[src/design/aes_pkg.sv]
// ----------------------------------------------------------------------------
// aes_pkg
// shared types, s-box table and round helpers for the aes-128 encrypt unit
// ----------------------------------------------------------------------------
package aes_pkg;

    localparam int ROUND_COUNT = 10;
    localparam int KEY_WORDS   = 44;

    typedef logic [127:0] block_t;
    typedef logic [31:0]  word_t;
    typedef logic [7:0]   byte_t;

    localparam logic [0:0] REG_KEY_HIGH = 1'b0;
    localparam logic [0:0] REG_KEY_LOW  = 1'b1;

    localparam byte_t SBOX_TAB [256] = '{
        8'h63,8'h7c,8'h77,8'h7b,8'hf2,8'h6b,8'h6f,8'hc5,8'h30,8'h01,8'h67,8'h2b,8'hfe,8'hd7,8'hab,8'h76,
        8'hca,8'h82,8'hc9,8'h7d,8'hfa,8'h59,8'h47,8'hf0,8'had,8'hd4,8'ha2,8'haf,8'h9c,8'ha4,8'h72,8'hc0,
        8'hb7,8'hfd,8'h93,8'h26,8'h36,8'h3f,8'hf7,8'hcc,8'h34,8'ha5,8'he5,8'hf1,8'h71,8'hd8,8'h31,8'h15,
        8'h04,8'hc7,8'h23,8'hc3,8'h18,8'h96,8'h05,8'h9a,8'h07,8'h12,8'h80,8'he2,8'heb,8'h27,8'hb2,8'h75,
        8'h09,8'h83,8'h2c,8'h1a,8'h1b,8'h6e,8'h5a,8'ha0,8'h52,8'h3b,8'hd6,8'hb3,8'h29,8'he3,8'h2f,8'h84,
        8'h53,8'hd1,8'h00,8'hed,8'h20,8'hfc,8'hb1,8'h5b,8'h6a,8'hcb,8'hbe,8'h39,8'h4a,8'h4c,8'h58,8'hcf,
        8'hd0,8'hef,8'haa,8'hfb,8'h43,8'h4d,8'h33,8'h85,8'h45,8'hf9,8'h02,8'h7f,8'h50,8'h3c,8'h9f,8'ha8,
        8'h51,8'ha3,8'h40,8'h8f,8'h92,8'h9d,8'h38,8'hf5,8'hbc,8'hb6,8'hda,8'h21,8'h10,8'hff,8'hf3,8'hd2,
        8'hcd,8'h0c,8'h13,8'hec,8'h5f,8'h97,8'h44,8'h17,8'hc4,8'ha7,8'h7e,8'h3d,8'h64,8'h5d,8'h19,8'h73,
        8'h60,8'h81,8'h4f,8'hdc,8'h22,8'h2a,8'h90,8'h88,8'h46,8'hee,8'hb8,8'h14,8'hde,8'h5e,8'h0b,8'hdb,
        8'he0,8'h32,8'h3a,8'h0a,8'h49,8'h06,8'h24,8'h5c,8'hc2,8'hd3,8'hac,8'h62,8'h91,8'h95,8'he4,8'h79,
        8'he7,8'hc8,8'h37,8'h6d,8'h8d,8'hd5,8'h4e,8'ha9,8'h6c,8'h56,8'hf4,8'hea,8'h65,8'h7a,8'hae,8'h08,
        8'hba,8'h78,8'h25,8'h2e,8'h1c,8'ha6,8'hb4,8'hc6,8'he8,8'hdd,8'h74,8'h1f,8'h4b,8'hbd,8'h8b,8'h8a,
        8'h70,8'h3e,8'hb5,8'h66,8'h48,8'h03,8'hf6,8'h0e,8'h61,8'h35,8'h57,8'hb9,8'h86,8'hc1,8'h1d,8'h9e,
        8'he1,8'hf8,8'h98,8'h11,8'h69,8'hd9,8'h8e,8'h94,8'h9b,8'h1e,8'h87,8'he9,8'hce,8'h55,8'h28,8'hdf,
        8'h8c,8'ha1,8'h89,8'h0d,8'hbf,8'he6,8'h42,8'h68,8'h41,8'h99,8'h2d,8'h0f,8'hb0,8'h54,8'hbb,8'h16
    };

    localparam byte_t RCON_TAB [10] = '{
        8'h01, 8'h02, 8'h04, 8'h08, 8'h10, 8'h20, 8'h40, 8'h80, 8'h1b, 8'h36
    };

    function automatic word_t sub_word(input word_t w);
        sub_word = {SBOX_TAB[w[31:24]], SBOX_TAB[w[23:16]],
                    SBOX_TAB[w[15:8]], SBOX_TAB[w[7:0]]};
    endfunction

    function automatic byte_t xtime(input byte_t b);
        xtime = {b[6:0], 1'b0} ^ (b[7] ? 8'h1b : 8'h00);
    endfunction

    function automatic word_t mix_column(input word_t w);
        byte_t a0, a1, a2, a3;
        a0 = w[31:24];
        a1 = w[23:16];
        a2 = w[15:8];
        a3 = w[7:0];
        mix_column = {xtime(a0) ^ xtime(a1) ^ a1 ^ a2 ^ a3,
                      a0 ^ xtime(a1) ^ xtime(a2) ^ a2 ^ a3,
                      a0 ^ a1 ^ xtime(a2) ^ xtime(a3) ^ a3,
                      xtime(a0) ^ a0 ^ a1 ^ a2 ^ xtime(a3)};
    endfunction

    // subbytes plus shiftrows on a column-major block, word 0 in the top bits
    function automatic block_t sub_shift(input block_t s);
        block_t t;
        for (int c = 0; c < 4; c++)
        begin
            for (int r = 0; r < 4; r++)
            begin
                t[127 - 32*c - 8*r -: 8] = SBOX_TAB[s[127 - 32*((c + r) % 4) - 8*r -: 8]];
            end
        end
        sub_shift = t;
    endfunction

endpackage

[src/design/aes_round_stage.sv]
// ----------------------------------------------------------------------------
// aes_round_stage
// one registered cipher round with its own valid bit and stall enable
// ----------------------------------------------------------------------------
module aes_round_stage
    import aes_pkg::*;
#(
    parameter bit LAST = 1'b0
)
(
    input  logic   clk,
    input  logic   rst_n,
    input  logic   en,
    input  logic   in_valid,
    input  block_t in_state,
    input  block_t rkey,
    output logic   out_valid,
    output block_t out_state
);

    logic   valid_reg;
    block_t state_reg;
    block_t t;
    block_t m;

    always_comb
    begin
        t = sub_shift(in_state);
        for (int c = 0; c < 4; c++)
        begin
            m[127 - 32*c -: 32] = LAST ? t[127 - 32*c -: 32] : mix_column(t[127 - 32*c -: 32]);
        end
    end

    always_ff @(posedge clk or negedge rst_n)
    begin
        if (!rst_n)
            valid_reg <= 1'b0;
        else if (en)
            valid_reg <= in_valid;
    end

    always_ff @(posedge clk)
    begin
        if (en)
            state_reg <= m ^ rkey;
    end

    assign out_valid = valid_reg;
    assign out_state = state_reg;

endmodule

[config.mk]
export PLATFORM = sky130hd
export DESIGN_NAME = aes_round_stage
export DESIGN_NICKNAME = d
export VERILOG_FILES = /design/src/design/aes_pkg.sv /design/src/design/aes_round_stage.sv
export SDC_FILE = /design/constraint.sdc
export NUM_CORES = 2
export LEC_CHECK = 0
export ABC_AREA = 1
export BUFFER_PORTS_ARGS = -buffer_cell sky130_fd_sc_hd__buf_4
export CAP_MARGIN = 25
export CORE_ASPECT_RATIO = 0.8
export CORE_MARGIN = 2
export CORE_UTILIZATION = 30
export DETAILED_ROUTE_END_ITERATION = 7
export PLACE_DENSITY = 0.54
export SYNTH_ARGS = -nofsm -noshare
export SYNTH_HDL_FRONTEND = slang
export SYNTH_SLANG_ARGS = --single-unit
[constraint.sdc]
create_clock -name clk -period 0.8 [get_ports clk]
set_input_delay 0.16 -clock clk [delete_from_list [all_inputs] [get_ports clk]]
set_output_delay 0.16 -clock clk [all_outputs]
set_load 0.03 [all_outputs]
==> summary.txt <==
Status
  • Status: finished, violations left
  • Failing checks: design-rule violations, negative setup slack

Timing
  • Slew HR: 0.662
  • Final Hold Viols: 0
  • Achievable frequency: 0.441 GHz
  • Worst Clk Skew: 0 ps
  • Final setup viols: 257
  • Post-route setup slack: -1470 ps
  • Worst Max-Slew Pin Slew: 506 ps
  • RSZ-0062 raised after global routing: true
  • Minimum clock period: ~2300 ps
  • Hold Slack: between 10 and 15 ps
  • Max Slew Vio Count: 0
  • Tcrit/Tclk final: 2.83

Global routing
  • Initial antenna violation count: 27
  • Pin count of the biggest net entering global routing: 44
  • First-pass GRT wire length: 620 mm
  • Vias in the first global route: approximately 95000
  • GRT Overall Usage: 0.380
  • GRT overflow: 0

Floorplanning
  • Die X-Extent: 514 um
  • # IOs: about 400
  • Initial Util: 0.302
  • Row cnt: 149
  • Die ar.: approximately 210000 um^2
  • CORE AREA: 206000 um^2
  • Die Height: between 400 and 500 um

Synthesis
  • Async SR Flop Fraction: 0.00775
  • Mapped cell area: 62300 um^2
  • Synth cell count leaders: nand2_1 (5440), nand3_1 (2919), inv_1 (752)
  • Syn Area/Cell: 4.87 um^2
  • Synth Warn #: 0
  • Number of synthesized flops with an enable pin: 128
  • Share of the synthesized area in the top cell type: 0.328
  • Seq cells post-synth: around 130
  • Synth cell types: 55
  • Leading post-synthesis cells by cell area: nand2_1 (33%), nand3_1 (23%), edfxtp_1 (6.2%), o21ai_0 (5.1%), ha_1 (4.7%)
  • Count leader, synth: nand2_1
  • Synth Instances: 12814
  • Seq/Total Area, Yosys: 0.0621
  • Synth Net Count: 13307
  • Area leader, netlist: nand2_1
  • Main flop type after synthesis: edfxtp_1

Final layout
  • Final std cells w/o fill: around 19000
  • Nets: ~16000
  • Synth-to-layout area growth: 73.8%
  • Finished Core Util: 0.525
  • Layout cell share with drive strength beyond 1: 0.408
  • # fillers: 21450

Critical path
  • Data arrival, critical path: 2560 ps
  • Worst Reg-to-Reg Cells: 1
  • Crit-path max FO: 6
  • Crit-path leading delay family: simple AND/OR/NAND/NOR gates
  • Cell mode on critical path: nand2_2
  • Reg2Reg Launch Point: out_valid
  • Critical path data required time: 1100 ps
  • Buf/Inv on CP: 6
  • Worst setup path endpoint: out_state[8]
  • Crit path cell chain: buf_8, clkinvlp_4, ha_4, inv_6, nand2_8, nand2_8, inv_2, nand2_1, nand3_1, nand2_2, nand2_2, nand2_2, nand2_4, nand2_8, buf_12, xnor2_4, xor2_2, inv_1, nand2_1, nand2_2
  • CP Launch Point: in_state[72]
  • Startpoint types: input pin
  • FF-to-FF End: out_valid
  • Class of the most critical setup path: in -> reg
  • Crit-path max cell delay: around 450 ps
  • CP Capture Type: flip-flop
  • Instance count on the critical path: 20
  • Crit-path slowest cell: ha_4
  • R2R setup slack: 30 ps

Routing
  • Residual DRC: 11
  • DRT Pass-1 Iters: 8
  • Avg WL per Cell: 22.9 um
  • Avg Vias per Cell: 5.67
  • Via Count: approximately 110k
  • Drt initial violations: 16540
  • Detailed Route WL: 429 mm
  • ANT nets after route: 0

Placed design
  • Dpl ws: -2190 ps
  • Final Wtd Congestion: 1.07
  • Detailed placement HPWL: 346 mm
  • Number of cells after detailed placement: 18436
  • Input/output buffers: between 300 and 400

Clock tree
  • H-Tree Depth: 4
  • Root buffer cell: clkbuf_16
  • Clk pin slew, worst setup/hold paths: 70 ps
  • CTS Buffer Depth: 2
  • Clock sinks: 129
  • Clock latency on the worst-skew pair: around 540 ps
  • Cts bufs inserted: 17
  • CTS tree: built

Power
  • VDD IR-drop max: 0.00227 V
  • Power density over the cells: 1070 nW/um^2
  • Leakage: 55.9 nW

Flow run
  • Max-cap violations: 0

Min path
  • Worst min-delay path category: in -> reg
[registers in the layout (all words and copies together) (netlist names)]
signal / cells
out_state: 128
out_valid: 1
[stage by stage]
stage	power, W	instance area [um^2]	TNS [ps]
final	0.116	108000	-236510
after global routing	0.122	108000	-251830
after CTS	0.106	102000	-227320
after detailed placement	0.0914	94200	-281720
after global placement	0.0922	94200	-284240
after floorplan	0.0533	64400	-169330
[worst min path at each step]
stage / slack [ps] / cells after the start / to / start
after floorplan: -140 / 0 / out_valid / rst_n
after detailed placement: -60 / 1 / out_valid / rst_n
after global routing: 20 / 4 / out_state[42] / rkey[42]
after CTS: -10 / 3 / out_state[88] / rkey[88]
final: 10 / 4 / out_state[110] / rkey[110]
after global placement: -60 / 1 / out_valid / rst_n
[kinds of logic (layout without fill, tap and decap cells)]
kind of cell / after synthesis / count (layout) / share of synthesized area
other: 0 / 15 / 0
multiplexers: 1 / 1 / 0.000181
AO/OA/AOI/OAI: 1445 / 1445 / 0.131
XOR/XNOR: 150 / 150 / 0.0218
adder cells (fa/ha/maj): 233 / 233 / 0.0468
buffers and inverters: 1562 / 4703 / 0.108
flip-flops: 129 / 129 / 0.0621
AND/OR/NAND/NOR: 9294 / 9296 / 0.630
[timing repair]
item | in CTS | in global routing
cloned | 3 | 2
buffers inserted | 96 | 106
hold buffers | 14 | 0
setup endpoints to repair | 257 | 257
gates resized for setup | 1584 | 1571
endpoints found under the hold margin | 17 | 0
pin swaps | 606 | 725
[report_power, final]
part / internal [W] / switching (W) / total [W]
Clock: 0.00452 / 0.00404 / 0.00856
Combinational: 0.0381 / 0.0583 / 0.0964
Sequential: 0.0101 / 0.00121 / 0.0113
Total: 0.0527 / 0.0635 / 0.116
[cell type report]
class	instances	area (um^2)	area share
clock inverter	12	118	0.00109
antenna	15	37.5	0.000346
sequential	129	3870	0.0357
clock buffer	20	437	0.00403
timing repair buffer	3848	33100	0.306
multi-input combinational	11125	63900	0.590
inverter	823	3460	0.0319
tap	2718	3400	0.0314
[cell usage in the layout, fill, tap and decap left out, types with 48 or more instances in the layout]
cell type and count:
nand2_1 4242, buf_4 3335, nand3_1 2392, nand2_2 899, inv_1 555, nor2_1 495
nand3_2 471, o21ai_0 391, nand2_4 321, a21oi_1 309, o211ai_1 271, buf_12 255
buf_6 229, o21ai_1 203, inv_2 154, edfxtp_1 128, ha_1 111, nor2_2 107
nor2_4 93, ha_4 76, o21ai_2 72, nand2_8 68, nand3_4 58, nand4_1 53
a21oi_2 52, nand3b_1 49, xor2_1 48
[metal layers]
| metal | track usage | wire, um |
|---|---|---|
| met1 | 0.549 | 183000 |
| met2 | 0.537 | 173000 |
| met3 | 0.102 | 56700 |
| met5 | 0 | 289 |
| met4 | 0.121 | 16400 |
Power figures use the tool's default switching activity.
