$ cat src/design/aes_pkg.sv
// ----------------------------------------------------------------------------
// aes_pkg
// shared types, s-box table and round helpers for the aes-128 encrypt unit
// ----------------------------------------------------------------------------
package aes_pkg;

    localparam int ROUND_COUNT = 10;
    localparam int KEY_WORDS   = 44;

    typedef logic [127:0] block_t;
    typedef logic [31:0]  word_t;
    typedef logic [7:0]   byte_t;

    localparam logic [0:0] REG_KEY_HIGH = 1'b0;
    localparam logic [0:0] REG_KEY_LOW  = 1'b1;

    localparam byte_t SBOX_TAB [256] = '{
        8'h63,8'h7c,8'h77,8'h7b,8'hf2,8'h6b,8'h6f,8'hc5,8'h30,8'h01,8'h67,8'h2b,8'hfe,8'hd7,8'hab,8'h76,
        8'hca,8'h82,8'hc9,8'h7d,8'hfa,8'h59,8'h47,8'hf0,8'had,8'hd4,8'ha2,8'haf,8'h9c,8'ha4,8'h72,8'hc0,
        8'hb7,8'hfd,8'h93,8'h26,8'h36,8'h3f,8'hf7,8'hcc,8'h34,8'ha5,8'he5,8'hf1,8'h71,8'hd8,8'h31,8'h15,
        8'h04,8'hc7,8'h23,8'hc3,8'h18,8'h96,8'h05,8'h9a,8'h07,8'h12,8'h80,8'he2,8'heb,8'h27,8'hb2,8'h75,
        8'h09,8'h83,8'h2c,8'h1a,8'h1b,8'h6e,8'h5a,8'ha0,8'h52,8'h3b,8'hd6,8'hb3,8'h29,8'he3,8'h2f,8'h84,
        8'h53,8'hd1,8'h00,8'hed,8'h20,8'hfc,8'hb1,8'h5b,8'h6a,8'hcb,8'hbe,8'h39,8'h4a,8'h4c,8'h58,8'hcf,
        8'hd0,8'hef,8'haa,8'hfb,8'h43,8'h4d,8'h33,8'h85,8'h45,8'hf9,8'h02,8'h7f,8'h50,8'h3c,8'h9f,8'ha8,
        8'h51,8'ha3,8'h40,8'h8f,8'h92,8'h9d,8'h38,8'hf5,8'hbc,8'hb6,8'hda,8'h21,8'h10,8'hff,8'hf3,8'hd2,
        8'hcd,8'h0c,8'h13,8'hec,8'h5f,8'h97,8'h44,8'h17,8'hc4,8'ha7,8'h7e,8'h3d,8'h64,8'h5d,8'h19,8'h73,
        8'h60,8'h81,8'h4f,8'hdc,8'h22,8'h2a,8'h90,8'h88,8'h46,8'hee,8'hb8,8'h14,8'hde,8'h5e,8'h0b,8'hdb,
        8'he0,8'h32,8'h3a,8'h0a,8'h49,8'h06,8'h24,8'h5c,8'hc2,8'hd3,8'hac,8'h62,8'h91,8'h95,8'he4,8'h79,
        8'he7,8'hc8,8'h37,8'h6d,8'h8d,8'hd5,8'h4e,8'ha9,8'h6c,8'h56,8'hf4,8'hea,8'h65,8'h7a,8'hae,8'h08,
        8'hba,8'h78,8'h25,8'h2e,8'h1c,8'ha6,8'hb4,8'hc6,8'he8,8'hdd,8'h74,8'h1f,8'h4b,8'hbd,8'h8b,8'h8a,
        8'h70,8'h3e,8'hb5,8'h66,8'h48,8'h03,8'hf6,8'h0e,8'h61,8'h35,8'h57,8'hb9,8'h86,8'hc1,8'h1d,8'h9e,
        8'he1,8'hf8,8'h98,8'h11,8'h69,8'hd9,8'h8e,8'h94,8'h9b,8'h1e,8'h87,8'he9,8'hce,8'h55,8'h28,8'hdf,
        8'h8c,8'ha1,8'h89,8'h0d,8'hbf,8'he6,8'h42,8'h68,8'h41,8'h99,8'h2d,8'h0f,8'hb0,8'h54,8'hbb,8'h16
    };

    localparam byte_t RCON_TAB [10] = '{
        8'h01, 8'h02, 8'h04, 8'h08, 8'h10, 8'h20, 8'h40, 8'h80, 8'h1b, 8'h36
    };

    function automatic word_t sub_word(input word_t w);
        sub_word = {SBOX_TAB[w[31:24]], SBOX_TAB[w[23:16]],
                    SBOX_TAB[w[15:8]], SBOX_TAB[w[7:0]]};
    endfunction

    function automatic byte_t xtime(input byte_t b);
        xtime = {b[6:0], 1'b0} ^ (b[7] ? 8'h1b : 8'h00);
    endfunction

    function automatic word_t mix_column(input word_t w);
        byte_t a0, a1, a2, a3;
        a0 = w[31:24];
        a1 = w[23:16];
        a2 = w[15:8];
        a3 = w[7:0];
        mix_column = {xtime(a0) ^ xtime(a1) ^ a1 ^ a2 ^ a3,
                      a0 ^ xtime(a1) ^ xtime(a2) ^ a2 ^ a3,
                      a0 ^ a1 ^ xtime(a2) ^ xtime(a3) ^ a3,
                      xtime(a0) ^ a0 ^ a1 ^ a2 ^ xtime(a3)};
    endfunction

    // subbytes plus shiftrows on a column-major block, word 0 in the top bits
    function automatic block_t sub_shift(input block_t s);
        block_t t;
        for (int c = 0; c < 4; c++)
        begin
            for (int r = 0; r < 4; r++)
            begin
                t[127 - 32*c - 8*r -: 8] = SBOX_TAB[s[127 - 32*((c + r) % 4) - 8*r -: 8]];
            end
        end
        sub_shift = t;
    endfunction

endpackage

$ cat src/design/aes_key_expand.sv
// ----------------------------------------------------------------------------
// aes_key_expand
// expands the cipher key into 11 round keys, one round key per cycle
// ----------------------------------------------------------------------------
module aes_key_expand
    import aes_pkg::*;
(
    input  logic         clk,
    input  logic         rst_n,
    input  logic         start,
    input  block_t       key,
    output logic         busy,
    output block_t       round_keys [ROUND_COUNT + 1]
);

    logic [3:0] cnt_reg, cnt_next;
    block_t     rk_reg [ROUND_COUNT + 1];
    block_t     prev;
    block_t     nxt;
    word_t      tw;

    always_comb
    begin
        prev = rk_reg[cnt_reg - 4'd1];
        tw   = sub_word({prev[23:0], prev[31:24]}) ^ {RCON_TAB[cnt_reg - 4'd1], 24'h0};
        nxt[127:96] = prev[127:96] ^ tw;
        nxt[95:64]  = prev[95:64] ^ nxt[127:96];
        nxt[63:32]  = prev[63:32] ^ nxt[95:64];
        nxt[31:0]   = prev[31:0] ^ nxt[63:32];
        cnt_next = cnt_reg;
        if (start)
            cnt_next = 4'd1;
        else if (cnt_reg != 4'd0)
            cnt_next = (cnt_reg == 4'(ROUND_COUNT)) ? 4'd0 : cnt_reg + 4'd1;
    end

    always_ff @(posedge clk or negedge rst_n)
    begin
        if (!rst_n)
            cnt_reg <= 4'd0;
        else
            cnt_reg <= cnt_next;
    end

    always_ff @(posedge clk)
    begin
        if (start)
            rk_reg[0] <= key;
        else if (cnt_reg != 4'd0)
            rk_reg[cnt_reg] <= nxt;
    end

    assign busy       = (cnt_reg != 4'd0);
    assign round_keys = rk_reg;

    cnt_range_a: assert property (@(posedge clk) disable iff (!rst_n)
        cnt_reg <= 4'(ROUND_COUNT)) else $error("key counter out of range");
    cnt_step_a: assert property (@(posedge clk) disable iff (!rst_n)
        (busy && !start && cnt_reg != 4'(ROUND_COUNT)) |=> cnt_reg == $past(cnt_reg) + 4'd1)
        else $error("key counter skipped");

endmodule

$ cat config.mk
export PLATFORM = sky130hd
export DESIGN_NAME = aes_key_expand
export DESIGN_NICKNAME = d
export VERILOG_FILES = /design/src/design/aes_pkg.sv /design/src/design/aes_key_expand.sv
export SDC_FILE = /design/constraint.sdc
export NUM_CORES = 2
export LEC_CHECK = 0
export ABC_AREA = 0
export BUFFER_PORTS_ARGS = -buffer_cell sky130_fd_sc_hd__buf_2
export CAP_MARGIN = 20
export CORE_AREA = 2 2 594 596
export CTS_CLUSTER_DIAMETER = 150
export CTS_CLUSTER_SIZE = 8
export DETAILED_ROUTE_END_ITERATION = 10
export DIE_AREA = 0 0 596 598
export PLACE_DENSITY_LB_ADDON = 0.12
export SYNTH_ARGS = -nofsm -noshare
export SYNTH_HDL_FRONTEND = slang
export SYNTH_SLANG_ARGS = --single-unit
$ cat constraint.sdc
create_clock -name clk -period 10.25 [get_ports clk]
set_input_delay 1.025 -clock clk [delete_from_list [all_inputs] [get_ports clk]]
set_output_delay 1.025 -clock clk [all_outputs]
set_load 0.005 [all_outputs]
==> metrics.yaml <==
setup_path:
  r2r_start: "cnt_reg[1]"
  r2r_slack_ps: 1220
  cp.arrival_ps: 9520
  crit_top_cell: "buf_4"
  cp_max_fo: 16
  worstPathCellList: "inv_1, ha_1, xnor2_4, buf_4, o21ai_2, buf_4, a21oi_1, nor2_2, buf_4, ha_1, nor2_1, nand2_1, nand2_1, a21oi_1, a2111oi_0, o32a_1, xnor2_2, buf_16, xnor2_1, xnor2_1"
  cp-end-kind: "flip-flop"
  cp-startpoint: "cnt_reg[1]"
  start_kind: "flip-flop"
  cp.required_ps: 10730
  crit_path_top_delay_cell: "nor2_1"
  rr_endpoint: "round_keys[157]"
  r2r.worst_path.cells: 20
  worstSetupPathType: "reg -> reg"
  critPathMaxStageDelay_ps: 860
yosys:
  ys_seq_area_share_pct: 60.4
  synth_top_area_share_pct: 60.2
  syn_nets: 5519
  synth_warnings: 0
  yosys-top-cells-count: "edfxtp_1 (1408), nor2_1 (412), a21oi_1 (400)"
  synth.avg_cell_area_sq_um: 13.2
  synth_area_sq_um: 70200
  synthTopCellsByArea: "edfxtp_1 (60%), mux4_2 (7.9%), a21oi_1 (2.9%), o21ai_0 (2.3%), nor2_1 (2.2%)"
  synth_most_common_cell: "edfxtp_1"
  ys_ff_latch: 1412
  synth_cell_types: 99
  synthArstFlopShare_pct: 0.283
  synth_area_leader_cell: "edfxtp_1"
  syn_inst: 5326
  synthFlopType: "edfxtp_1"
  synth_edf_count: 1408
sta:
  slew_violations: 0
  fin_crit_sh_pct: 88.1
  maxSlewHeadroom_pct: 7.49
  setup_viol: 0
  worst_pin_slew_ps: 1390
  skew_ps: 119
  tns_ps: 0
  max_freq_mhz: 111
  setup_ws_ps: 1220
  period_needed_ps: 9030
  rsz0062_at_grt: "false"
  holdWs_ps: 352
  hold_violations: 0
clocking:
  cts.repair.resized: 0
  clk_pin_slew_ps: 60
  cts_buffers: 201
  cts-hold-fix-buffers: 1
  cts_tree: "yes"
  max-clock-path-buffers: 4
  htreeDepth: 4
  cts_setup_buffers: 0
  root_buffer: "clkbuf_16"
  clock_latency_ps: 950
  clock_sinks: 1412
die:
  die-area_sq_um: 356000
  rows: 218
  fp.dieW_um: 596
  dieHeight_um: 598
  ios: 1540
  core_area_sq_um: 351000
  start_util_pct: 20.0
grt:
  antenna_found_initial: 40
  grt_max_degree: 93
  grt-ovfl-total: 0
  grt_pass1_wl_um: 645000
  first_global_vias: 59400
  grtUsageTotal_pct: 27.2
layout:
  multiInputGateArea_sq_um: 26400
  num-fill-cells: 36900
  syn2layout_area_growth_pct: 28.9
  seqCellArea_sq_um: 42400
  drive_gt1_share_pct: 36.2
  final_nets: 7119
  final_core_util_pct: 25.8
  largest_reg_flops: 1408
place:
  hpwl_um: 383000
  gp_congestion: 0.945
  io_buffers: 1539
  place_ws_ps: 1280
worst_hold_path:
  min_from: "key[67]"
  worstHoldPathType: "in -> reg"
  hold_depth: 2
  holdPathEnd: "round_keys[1347]"
drt:
  drt_iter0_drc: 6890
  wire_per_inst_um: 43.6
  drt_pass1_iterations: 6
  drc: 0
  via_count: 60300
  via_per_inst: 5.21
  drt-total-wl_um: 505000
  ant_nets: 0
status:
  status: "complete, no violations"
flow_run:
  cap_violations: 0
## final cells by class
class,instances,area share [%]
Tap cell,4620,6.38
Sequential cell,1412,46.8
Clock buffer,212,5.65
Multi-Input combinational cell,3402,29.1
Inverter,53,0.228
Timing Repair Buffer,1856,11.5
Clock inverter,16,0.287
Antenna cell,16,0.0442
## layout by cell type (no fill, tap or decap), types with 40 or more instances in the layout
master / count
a211oi_1: 63
a21oi_1: 398
a221oi_1: 41
a31oi_1: 69
and2_1: 145
buf_2: 1539
buf_4: 287
clkbuf_16: 203
edfxtp_1: 1408
ha_1: 61
inv_1: 41
mux2i_1: 120
mux4_2: 246
nand2_1: 255
nand3_1: 204
nand4_1: 42
nor2_1: 408
nor3_1: 111
o211ai_1: 102
o21ai_0: 308
o311ai_0: 49
xnor2_1: 84
xnor2_2: 40
xor2_1: 42
## logic make-up (layout without fill, tap and decap cells)
logic type,count (synthesis),after routing,share of synthesized area [%]
multiplexers,404,404,10.2
flip-flops,1412,1412,60.4
XOR/XNOR,187,187,2.43
AO/OA/AOI/OAI,1474,1474,13.9
AND/OR/NAND/NOR,1275,1275,8.59
adder cells (fa/ha/maj),62,62,1.10
buffers and inverters,512,2137,3.37
other,0,16,0
## per-layer routing
metal / global-route usage, % / wire [um] / vias to the layer above
met5: 0 / 38 / -
met4: 9.27 / 20600 / 6
met3: 7.57 / 41400 / 574
met2: 46.4 / 245000 / 3164
met1: 32.9 / 198000 / 32300
li1: - / - / 24300
## through the flow
step	cell area (sq um)	instances
2_1_floorplan	70200	5326
3_3_place_gp	84900	11300
3_5_place_dp	85100	11300
4_1_cts	90500	11600
5_1_grt	90500	11600
6_report	90500	11600
## how the worst max path moves through the flow
stage,endpoint,slack [ps],cells past startpoint
2_1_floorplan,round_keys[1036],2490,27
3_3_place_gp,round_keys[157],840,19
3_5_place_dp,round_keys[285],1280,20
4_1_cts,round_keys[1053],1220,20
5_1_grt,round_keys[1053],880,20
6_report,round_keys[157],1220,20
## critical path: cells and delay by family (launching register included)
family | cells | cell delay (ps)
flip-flops | 1 | 620
XOR/XNOR | 4 | 2330
AO/OA/AOI/OAI | 5 | 1750
AND/OR/NAND/NOR | 4 | 1520
adder cells (fa/ha/maj) | 2 | 1080
buffers and inverters | 5 | 1220
Power is not shown: default switching activity piles up to over one toggle a cycle in this logic, so the estimate is an artifact.
